===== config.mk =====
export PLATFORM = sky130hd
export DESIGN_NAME = escaped_frame_receiver_top_flat
export DESIGN_NICKNAME = d
export VERILOG_FILES = /design/src/rtl/efr_pkg.sv /design/src/rtl/efr_in_if.sv /design/src/rtl/efr_out_if.sv /design/src/rtl/efr_cfg.sv /design/src/rtl/efr_core.sv /design/src/rtl/efr_out.sv /design/src/rtl/escaped_frame_receiver_top.sv /design/src/flat_wrapper.sv
export VERILOG_INCLUDE_DIRS = /design/src /design/src/rtl
export SDC_FILE = /design/constraint.sdc
export NUM_CORES = 1
export LEC_CHECK = 0
export BUFFER_PORTS_ARGS = -buffer_cell sky130_fd_sc_hd__buf_4
export CORE_MARGIN = 8
export CORE_UTILIZATION = 36
export CTS_CLUSTER_DIAMETER = 120
export DETAILED_ROUTE_END_ITERATION = 16
export GPL_TIMING_DRIVEN = 0
export PLACE_DENSITY_LB_ADDON = 0.2
export SLEW_MARGIN = 40
export SYNTH_ARGS = -nofsm -noshare
export SYNTH_HDL_FRONTEND = slang
export SYNTH_SLANG_ARGS = --single-unit

===== constraint.sdc =====
create_clock -name clk -period 10.83 [get_ports clk]
set_clock_uncertainty 0.05 [all_clocks]
set_input_delay 2.166 -clock clk [delete_from_list [all_inputs] [get_ports clk]]
set_output_delay 2.166 -clock clk [all_outputs]
set_load 0.005 [all_outputs]

===== src/rtl/escaped_frame_receiver_top_defines.svh =====
// ---------------------------------------------------------------------------
// Escaped frame receiver assertion macros
// Shared concurrent assertion helpers, empty in synthesis.
// ---------------------------------------------------------------------------
`ifndef ESCAPED_FRAME_RECEIVER_TOP_DEFINES_SVH
`define ESCAPED_FRAME_RECEIVER_TOP_DEFINES_SVH

`ifndef SYNTHESIS
`define EFR_ASSERT(lbl, prop) \
  lbl: assert property (@(posedge clk) disable iff (!rst_n) (prop)) \
    else $error("efr assertion failed");
`define EFR_ASSERT_IMP(lbl, ante, cons) \
  lbl: assert property (@(posedge clk) disable iff (!rst_n) (ante) |-> (cons)) \
    else $error("efr implication failed");
`else
`define EFR_ASSERT(lbl, prop)
`define EFR_ASSERT_IMP(lbl, ante, cons)
`endif

`endif


===== src/rtl/efr_pkg.sv =====
// ---------------------------------------------------------------------------
// Escaped frame receiver package
// Shared types, codes and the address table of the frame receiver.
// ---------------------------------------------------------------------------
package efr_pkg;

  typedef enum logic [1:0] {
    PH_IDLE,
    PH_ADDR,
    PH_BODY,
    PH_DRAIN
  } efr_phase_t;

  localparam logic [1:0] STATUS_OK       = 2'd0;
  localparam logic [1:0] STATUS_CSUM_ERR = 2'd1;
  localparam logic [1:0] STATUS_ADDR_ERR = 2'd2;

  localparam logic CFG_END_MARKER    = 1'b0;
  localparam logic CFG_ESCAPE_MARKER = 1'b1;

  localparam logic [7:0] END_MARKER_RST    = 8'd193;
  localparam logic [7:0] ESCAPE_MARKER_RST = 8'd125;
  localparam logic [7:0] ESC_FLIP          = 8'h20;
  localparam logic [1:0] DRAIN_BEATS       = 2'd3;

  typedef struct packed {
    logic [7:0] rx_byte;
    logic [2:0] expected_slot;
    logic [7:0] capacity;
  } efr_in_item_t;

  typedef struct packed {
    logic       data_valid;
    logic [7:0] data_byte;
    logic       frame_done;
    logic [1:0] status;
    logic [7:0] stored_count;
  } efr_out_item_t;

  typedef struct packed {
    logic          valid;
    efr_out_item_t item;
  } efr_result_t;

  typedef struct packed {
    logic [7:0] end_marker;
    logic [7:0] escape_marker;
  } efr_cfg_t;

  function automatic logic [7:0] addr_lookup(input logic [2:0] slot);
    logic [7:0] addr;
    unique case (slot)
      3'd0: addr = 8'h0e;
      3'd1: addr = 8'h20;
      3'd2: addr = 8'h42;
      3'd3: addr = 8'h64;
      3'd4: addr = 8'h86;
      3'd5: addr = 8'ha8;
      3'd6: addr = 8'hca;
      3'd7: addr = 8'hec;
      default: addr = 8'h0e;
    endcase
    return addr;
  endfunction

endpackage


===== src/rtl/efr_in_if.sv =====
// ---------------------------------------------------------------------------
// Escaped frame receiver input channel
// Valid/ready channel carrying one received line byte per beat.
// ---------------------------------------------------------------------------
interface efr_in_if
  import efr_pkg::*;
();
  logic         valid;
  logic         ready;
  efr_in_item_t payload;

  modport source (output valid, output payload, input ready);
  modport sink (input valid, input payload, output ready);
endinterface


===== src/rtl/efr_out_if.sv =====
// ---------------------------------------------------------------------------
// Escaped frame receiver result channel
// Valid/ready channel carrying one data or frame status result per beat.
// ---------------------------------------------------------------------------
interface efr_out_if
  import efr_pkg::*;
();
  logic          valid;
  logic          ready;
  efr_out_item_t payload;

  modport source (output valid, output payload, input ready);
  modport sink (input valid, input payload, output ready);
endinterface


===== src/rtl/efr_cfg.sv =====
// ---------------------------------------------------------------------------
// Escaped frame receiver configuration registers
// Holds the end marker and escape marker written through the config port.
// ---------------------------------------------------------------------------
module efr_cfg
  import efr_pkg::*;
(
  input  logic       clk,
  input  logic       rst_n,
  input  logic       cfg_wr_en,
  input  logic       cfg_index,
  input  logic [7:0] cfg_wdata,
  output efr_cfg_t   cfg
);

  logic [7:0] end_marker_r;
  logic [7:0] escape_marker_r;

  always_ff @(posedge clk) begin
    if (!rst_n) begin
      end_marker_r    <= END_MARKER_RST;
      escape_marker_r <= ESCAPE_MARKER_RST;
    end else if (cfg_wr_en) begin
      unique case (cfg_index)
        CFG_END_MARKER:    end_marker_r    <= cfg_wdata;
        CFG_ESCAPE_MARKER: escape_marker_r <= cfg_wdata;
        default: ;
      endcase
    end
  end

  assign cfg.end_marker    = end_marker_r;
  assign cfg.escape_marker = escape_marker_r;

endmodule


===== src/rtl/efr_core.sv =====
// ---------------------------------------------------------------------------
// Escaped frame receiver deframer
// Per-beat frame state machine: address check, unescaping, checksum, drain.
// ---------------------------------------------------------------------------
`include "escaped_frame_receiver_top_defines.svh"

module efr_core
  import efr_pkg::*;
(
  input  logic         clk,
  input  logic         rst_n,
  input  efr_cfg_t     cfg,
  input  logic         fire,
  input  efr_in_item_t beat,
  output efr_result_t  res
);

  efr_phase_t phase_r, phase_nxt;
  logic [7:0] sum_r, sum_nxt;
  logic [7:0] stored_r, stored_nxt;
  logic [7:0] room_r, room_nxt;
  logic [2:0] slot_r, slot_nxt;
  logic [1:0] drain_r, drain_nxt;
  logic       esc_r, esc_nxt;
  logic [1:0] drain_dec;
  logic [7:0] sum_add;
  logic       addr_ok;

  assign drain_dec = drain_r - 2'd1;
  assign sum_add   = sum_r + beat.rx_byte;
  assign addr_ok   = (beat.rx_byte == addr_lookup(slot_r));

  always_comb begin
    phase_nxt = phase_r;
    if (fire) begin
      unique case (phase_r)
        PH_ADDR: phase_nxt = addr_ok ? PH_BODY : PH_DRAIN;
        PH_DRAIN: begin
          if (drain_dec == 2'd0) begin
            phase_nxt = PH_IDLE;
          end
        end
        PH_BODY: begin
          if (!esc_r && (beat.rx_byte == cfg.end_marker)) begin
            phase_nxt = PH_IDLE;
          end
        end
        default: phase_nxt = PH_ADDR;
      endcase
    end
  end

  always_comb begin
    sum_nxt    = sum_r;
    stored_nxt = stored_r;
    room_nxt   = room_r;
    slot_nxt   = slot_r;
    drain_nxt  = drain_r;
    esc_nxt    = esc_r;
    res        = '0;
    if (fire) begin
      unique case (phase_r)
        PH_ADDR: begin
          if (!addr_ok) begin
            drain_nxt            = DRAIN_BEATS;
            res.valid            = 1'b1;
            res.item.frame_done  = 1'b1;
            res.item.status      = STATUS_ADDR_ERR;
          end else begin
            sum_nxt    = beat.rx_byte;
            stored_nxt = '0;
            esc_nxt    = 1'b0;
          end
        end
        PH_DRAIN: drain_nxt = drain_dec;
        PH_BODY: begin
          if (esc_r) begin
            esc_nxt             = 1'b0;
            stored_nxt          = stored_r + 8'd1;
            room_nxt            = room_r - 8'd1;
            res.valid           = 1'b1;
            res.item.data_valid = 1'b1;
            res.item.data_byte  = beat.rx_byte ^ ESC_FLIP;
          end else if (beat.rx_byte == cfg.end_marker) begin
            res.valid             = 1'b1;
            res.item.frame_done   = 1'b1;
            res.item.status       = (sum_r != 8'd0) ? STATUS_CSUM_ERR : STATUS_OK;
            res.item.stored_count = stored_r;
          end else begin
            sum_nxt = sum_add;
            if (room_r != 8'd0) begin
              if (beat.rx_byte == cfg.escape_marker) begin
                esc_nxt = 1'b1;
              end else begin
                stored_nxt          = stored_r + 8'd1;
                room_nxt            = room_r - 8'd1;
                res.valid           = 1'b1;
                res.item.data_valid = 1'b1;
                res.item.data_byte  = beat.rx_byte;
              end
            end
          end
        end
        default: begin
          slot_nxt   = beat.expected_slot;
          room_nxt   = beat.capacity;
          stored_nxt = '0;
          sum_nxt    = '0;
          esc_nxt    = 1'b0;
          drain_nxt  = '0;
        end
      endcase
    end
  end

  always_ff @(posedge clk) begin
    if (!rst_n) begin
      phase_r  <= PH_IDLE;
      sum_r    <= '0;
      stored_r <= '0;
      room_r   <= '0;
      slot_r   <= '0;
      drain_r  <= '0;
      esc_r    <= 1'b0;
    end else begin
      phase_r  <= phase_nxt;
      sum_r    <= sum_nxt;
      stored_r <= stored_nxt;
      room_r   <= room_nxt;
      slot_r   <= slot_nxt;
      drain_r  <= drain_nxt;
      esc_r    <= esc_nxt;
    end
  end

  // A pending escape can only exist inside a frame body.
  `EFR_ASSERT_IMP(a_esc_in_body, esc_r, phase_r == PH_BODY)
  // The drain phase always has beats left to drop.
  `EFR_ASSERT_IMP(a_drain_nonzero, phase_r == PH_DRAIN, drain_r != 2'd0)
  // A result is either a data byte or a frame close, never both.
  `EFR_ASSERT_IMP(a_res_kind, res.valid, res.item.data_valid != res.item.frame_done)

endmodule


===== src/rtl/efr_out.sv =====
// ---------------------------------------------------------------------------
// Escaped frame receiver result stage
// Output register with one skid entry; input beats keep flowing under stall until it fills.
// ---------------------------------------------------------------------------
`include "escaped_frame_receiver_top_defines.svh"

module efr_out
  import efr_pkg::*;
(
  input  logic          clk,
  input  logic          rst_n,
  input  efr_result_t   res,
  output logic          accept_ok,
  output logic          out_valid,
  input  logic          out_ready,
  output efr_out_item_t out_item
);

  logic          out_valid_r;
  efr_out_item_t out_data_r;
  logic          skid_valid_r;
  efr_out_item_t skid_data_r;
  logic          drain_ok;

  assign drain_ok  = !out_valid_r || out_ready;
  assign accept_ok = !skid_valid_r;

  always_ff @(posedge clk) begin
    if (!rst_n) begin
      out_valid_r  <= 1'b0;
      skid_valid_r <= 1'b0;
    end else if (skid_valid_r) begin
      if (out_ready) begin
        out_valid_r  <= 1'b1;
        skid_valid_r <= 1'b0;
      end
    end else if (drain_ok) begin
      out_valid_r <= res.valid;
    end else if (res.valid) begin
      skid_valid_r <= 1'b1;
    end
  end

  always_ff @(posedge clk) begin
    if (skid_valid_r) begin
      if (out_ready) begin
        out_data_r <= skid_data_r;
      end
    end else if (drain_ok) begin
      out_data_r <= res.item;
    end else if (res.valid) begin
      skid_data_r <= res.item;
    end
  end

  assign out_valid = out_valid_r;
  assign out_item  = out_data_r;

  // The skid entry is only used behind a full output register.
  `EFR_ASSERT_IMP(a_skid_behind_out, skid_valid_r, out_valid_r)
  // No new result arrives while the skid entry is occupied.
  `EFR_ASSERT_IMP(a_no_push_on_skid, skid_valid_r, !res.valid)
  // The skid entry fills only when the output register was stalled.
  `EFR_ASSERT(a_skid_on_stall, $rose(skid_valid_r) |-> $past(out_valid_r && !out_ready))

endmodule


===== src/rtl/escaped_frame_receiver_top.sv =====
// ---------------------------------------------------------------------------
// Escaped frame receiver
// Deframes byte-stuffed frames, checks address and checksum, emits results.
// ---------------------------------------------------------------------------
// Line bytes enter on in_bus, one per beat, together with the slot and
// capacity that are latched on a frame's first byte. Each beat produces zero
// or one result on out_bus: an unescaped body byte, or a frame close with its
// status and the number of stored bytes.
// A result is registered in the output register, or in the skid entry while
// out_bus stalls; the block takes one beat per cycle while in_bus is ready.
// The end and escape markers are written by the user through cfg_wr_en,
// cfg_index and cfg_wdata only while the block is idle; it does not enforce this.
// A synchronous reset restores the default markers and waits for a new frame.
// When out_bus stalls, one further result is held in a skid entry and in_bus
// then deasserts ready until the stall clears.
// ---------------------------------------------------------------------------
module escaped_frame_receiver_top
  import efr_pkg::*;
(
  input  logic       clk,
  input  logic       rst_n,
  efr_in_if.sink     in_bus,
  efr_out_if.source  out_bus,
  input  logic       cfg_wr_en,
  input  logic       cfg_index,
  input  logic [7:0] cfg_wdata
);

  efr_cfg_t    cfg;
  efr_result_t res;
  logic        accept_ok;
  logic        fire;

  assign in_bus.ready = accept_ok;
  assign fire         = in_bus.valid && accept_ok;

  efr_cfg u_cfg (
    .clk       (clk),
    .rst_n     (rst_n),
    .cfg_wr_en (cfg_wr_en),
    .cfg_index (cfg_index),
    .cfg_wdata (cfg_wdata),
    .cfg       (cfg)
  );

  efr_core u_core (
    .clk   (clk),
    .rst_n (rst_n),
    .cfg   (cfg),
    .fire  (fire),
    .beat  (in_bus.payload),
    .res   (res)
  );

  efr_out u_out (
    .clk       (clk),
    .rst_n     (rst_n),
    .res       (res),
    .accept_ok (accept_ok),
    .out_valid (out_bus.valid),
    .out_ready (out_bus.ready),
    .out_item  (out_bus.payload)
  );

endmodule

===== src/flat_wrapper.sv =====
// flat-port wrapper written by rule: the top's interface ports become plain ports
module escaped_frame_receiver_top_flat import efr_pkg::*;
  (clk, rst_n, cfg_wr_en, cfg_index, cfg_wdata, in_bus_valid, in_bus_payload, in_bus_ready, out_bus_valid, out_bus_payload, out_bus_ready);
  efr_in_if in_bus_i ();
  efr_out_if out_bus_i ();
  input  logic clk;
  input  logic rst_n;
  input  logic cfg_wr_en;
  input  logic cfg_index;
  input  logic [7:0] cfg_wdata;
  input wire logic [$bits(in_bus_i.valid)-1:0] in_bus_valid;
  input wire logic [$bits(in_bus_i.payload)-1:0] in_bus_payload;
  output wire logic [$bits(in_bus_i.ready)-1:0] in_bus_ready;
  output wire logic [$bits(out_bus_i.valid)-1:0] out_bus_valid;
  output wire logic [$bits(out_bus_i.payload)-1:0] out_bus_payload;
  input wire logic [$bits(out_bus_i.ready)-1:0] out_bus_ready;
  assign in_bus_i.valid = in_bus_valid;
  assign in_bus_i.payload = in_bus_payload;
  assign in_bus_ready = in_bus_i.ready;
  assign out_bus_valid = out_bus_i.valid;
  assign out_bus_payload = out_bus_i.payload;
  assign out_bus_i.ready = out_bus_ready;
  escaped_frame_receiver_top u_core (.clk(clk), .rst_n(rst_n), .in_bus(in_bus_i), .out_bus(out_bus_i), .cfg_wr_en(cfg_wr_en), .cfg_index(cfg_index), .cfg_wdata(cfg_wdata));
endmodule

==> results.py <==
metrics = {
    "synthesis": {
        "yosysMostFrequentCell": "nand2_1",
        "synth_nets": 539,
        "ys_seq_area_share_pct": 48.6,
        "synth_cell_types": 60,
        "synth-edff-count": 40,
        "yosys_warnings": 0,
        "synthArstFlopShare_pct": 0,
        "synth_cells": 489,
        "synth.ff_latch_count": 96,
        "avgSynthCellArea_um2": 9.78,
        "synth_top_area_share_pct": 25.1,
        "synth_commonest_cells": "nand2_1, dfxtp_1, edfxtp_1, a21oi_1, xnor2_1",
        "ys.flop_type": "dfxtp_1",
        "syn-cell-area_mm2": 0.00478,
        "synth_area_leader_cell": "edfxtp_1",
        "synth_area_leaders": "edfxtp_1, dfxtp_1, nand2_1",
    },
    "place": {
        "io_buffers": 52,
        "dp_cells": 721,
        "dpl_worst_slack_ns": 6.02,
        "hpwl_um": 8860,
        "place.gp.congestion": 0.842,
    },
    "timing": {
        "period_minus_slack_ns": 4.48,
        "rsz0062_at_grt": "false",
        "finalCritPeriodShare_pct": 41.4,
        "setup_slack_ns": 6.35,
        "setup_viol_count_final": 0,
        "slew_headroom_pct": 58.3,
        "slew_viol_final": 0,
        "fmax_ghz": 0.223,
        "hold_violations": 0,
        "tightest_slew_ns": 0.609,
        "setup_tns_ns": 0,
        "whs_ns": 0.423,
    },
    "routing": {
        "drc": 0,
        "drtIter0Drc": 240,
        "drtAntennaViolNets": 0,
        "dr.pass1.iters": 4,
        "routedWlPerCell_um": 16.0,
        "viasPerCell": 5.22,
        "route.vias.total": 3846,
        "drt-total-wl_um": 11800,
    },
    "clock_tree": {
        "postCtsSetupBuffers": 0,
        "ctsResizeCount": 0,
        "numCtsBuffers": 9,
        "postCtsHoldBufs": 0,
        "cts.sinks": 96,
        "cts_buffer_depth": 2,
        "clk_pin_slew_ns": 0.07,
        "htree_levels": 3,
        "clk_latency_ns": 0.35,
        "tritoncts": "built",
        "cts.root.buffer_cell": "clkbuf_16",
    },
    "global_route": {
        "grt.total_usage_pct": 13.6,
        "grt_overflow": 0,
        "antenna_found_initial": 0,
        "grt_pass1_vias": 3826,
        "grt_max_degree": 21,
        "grt_pass1_wl_um": 19200,
    },
    "die": {
        "die_h_um": 131,
        "core_area_mm2": 0.0131,
        "die_w_um": 131,
        "die-area_mm2": 0.0172,
        "io_pins": 55,
        "rows": 42,
        "start_util_pct": 36.5,
    },
    "setup_path": {
        "cpPeakStageDelay_ns": 0.45,
        "cp.required_ns": 10.84,
        "crit_path_frequent_cell": "buf_2",
        "reg2reg_depth": 8,
        "crit_chain": "buf_4 > buf_2 > xnor2_1 > nand4_1 > o21ai_0 > o21bai_1 > a21oi_1 > nor4b_2 > buf_2 > buf_2",
        "endpoint_kind": "register",
        "critical_path.slowest_cell": "nor4b_2",
        "cp_top_family": "buffers and inverters",
        "worst-path-stages": 10,
        "worstPathArrival_ns": 4.49,
        "startpoint_type": "primary input",
        "path_class": "in -> reg",
        "cp_max_fo": 6,
        "timing.critical_path.buf_inv": 4,
    },
    "cells_and_area": {
        "num-fill-cells": 1278,
        "drive_above_1_share_pct": 16.0,
        "num_antenna_cells": 0,
        "nNetsFinal": 606,
        "instances_no_fill": 737,
        "area_growth_pct": 20.1,
    },
    "worst_hold_path": {
        "hold_path.class": "reg -> reg",
        "holdPathStages": 2,
    },
    "power_and_ir_drop": {
        "power_density_mw_per_mm2": 150,
        "p_leak_nw": 2.28,
        "irDropWorstVdd_mv": 0.0782,
    },
    "status": {
        "status": "complete, no violations",
    },
    "run": {
        "drv_cap": 0,
    },
}
placed cells by master (no fill, tap or decap), types with 8 or more instances in the layout:
cell type,n
a21oi_1,33
o31ai_1,8
inv_1,18
and2_1,14
buf_2,13
xnor2_1,23
dfxtp_1,56
nand3_1,18
edfxtp_1,40
a22o_1,13
buf_4,52
clkbuf_1,19
nor3_1,11
nand4_1,9
ha_1,16
a211oi_1,8
nand2b_1,8
clkbuf_16,9
a21o_1,8
o21ai_0,13
nor2_1,18
nand2_1,66
kinds of logic (layout without fill, tap and decap cells):
kind of cell,Yosys count,count (layout),share of synthesized area (%)
buf+inv,49,121,4.40
simple gates,165,165,16.8
mux,6,6,1.26
fa+ha+maj,17,17,4.61
flops,96,96,48.6
xor+xnor,28,28,5.13
compound gates,128,128,19.2
flip-flops by register name (all words and copies together) (netlist names), named ones only:
signal and cells:
u_core.u_out.out_item 20, u_core.u_out.skid_data_r 20, u_core.u_cfg.end_marker_r 8, u_core.u_cfg.escape_marker_r 8
u_core.u_core.room_r 8, u_core.u_core.stored_r 8, u_core.u_core.sum_r 8, u_core.u_core.slot_r 3
u_core.u_core.drain_r 2, u_core.u_core.phase_r 2, u_core.u_core.esc_r 1, u_core.u_out.out_valid 1
u_core.u_out.skid_valid_r 1
metrics by stage:
stage	power [mW]	util, %	area [µm²]
3_3_place_gp	0.525	41.2	5390
6_report	0.859	43.9	5740
5_1_grt	0.895	43.9	5740
3_5_place_dp	0.528	41.5	5430
4_1_cts	0.865	43.9	5740
2_1_floorplan	0.486	-	4780
tightest hold or removal path, delay by kind of cell, from the launching register on:
kind	cells	cell delay [ns]
flops	1	0.32
simple gates	1	0.05
compound gates	1	0.05
cell type report:
class	instances	area, µm²	share of cell area, %
clock buffers	11	233	4.05
plain buffers	30	139	2.42
repair buffers	56	410	7.15
multi-input cells	344	2270	39.5
clock inverters	5	81.3	1.42
inverters	19	71.3	1.24
well taps	176	220	3.83
flip-flops and latches	96	2320	40.4
final timing paths:
| kind | start | endpoint | slack [ns] |
|---|---|---|---|
| setup / recovery | in_bus_payload[17] | u_core.u_out.skid_data_r[11]$_DFFE_PP_ | 6.35 |
| hold / removal | u_core.u_cfg.end_marker_r[4]$_SDFFE_PN0P_ | u_core.u_cfg.end_marker_r[4]$_SDFFE_PN0P_ | 0.42 |
| setup reg to reg | u_core.u_core.phase_r[0]$_SDFFE_PN0P_ | u_core.u_out.skid_data_r[11]$_DFFE_PP_ | 7.73 |
| hold reg to reg | u_core.u_cfg.end_marker_r[4]$_SDFFE_PN0P_ | u_core.u_cfg.end_marker_r[4]$_SDFFE_PN0P_ | 0.42 |
power by group:
part / leakage (nW) / internal [mW] / total [mW] / switching [mW]
logic: 1.23 / 0.0493 / 0.119 / 0.0696
registers: 0.902 / 0.390 / 0.401 / 0.0107
clock network: 0.146 / 0.202 / 0.339 / 0.137
total: 2.28 / 0.642 / 0.859 / 0.217
layer usage:
metal / global-route usage (%) / share of wire, % / vias up
met5: 0 / 0 / -
met1: 17.0 / 46 / 1819
met2: 22.3 / 47 / 79
li1: - / - / 1932
met3: 3.32 / 4.6 / 16
met4: 5.49 / 1.9 / 0
(Power assumes the default switching activity.)
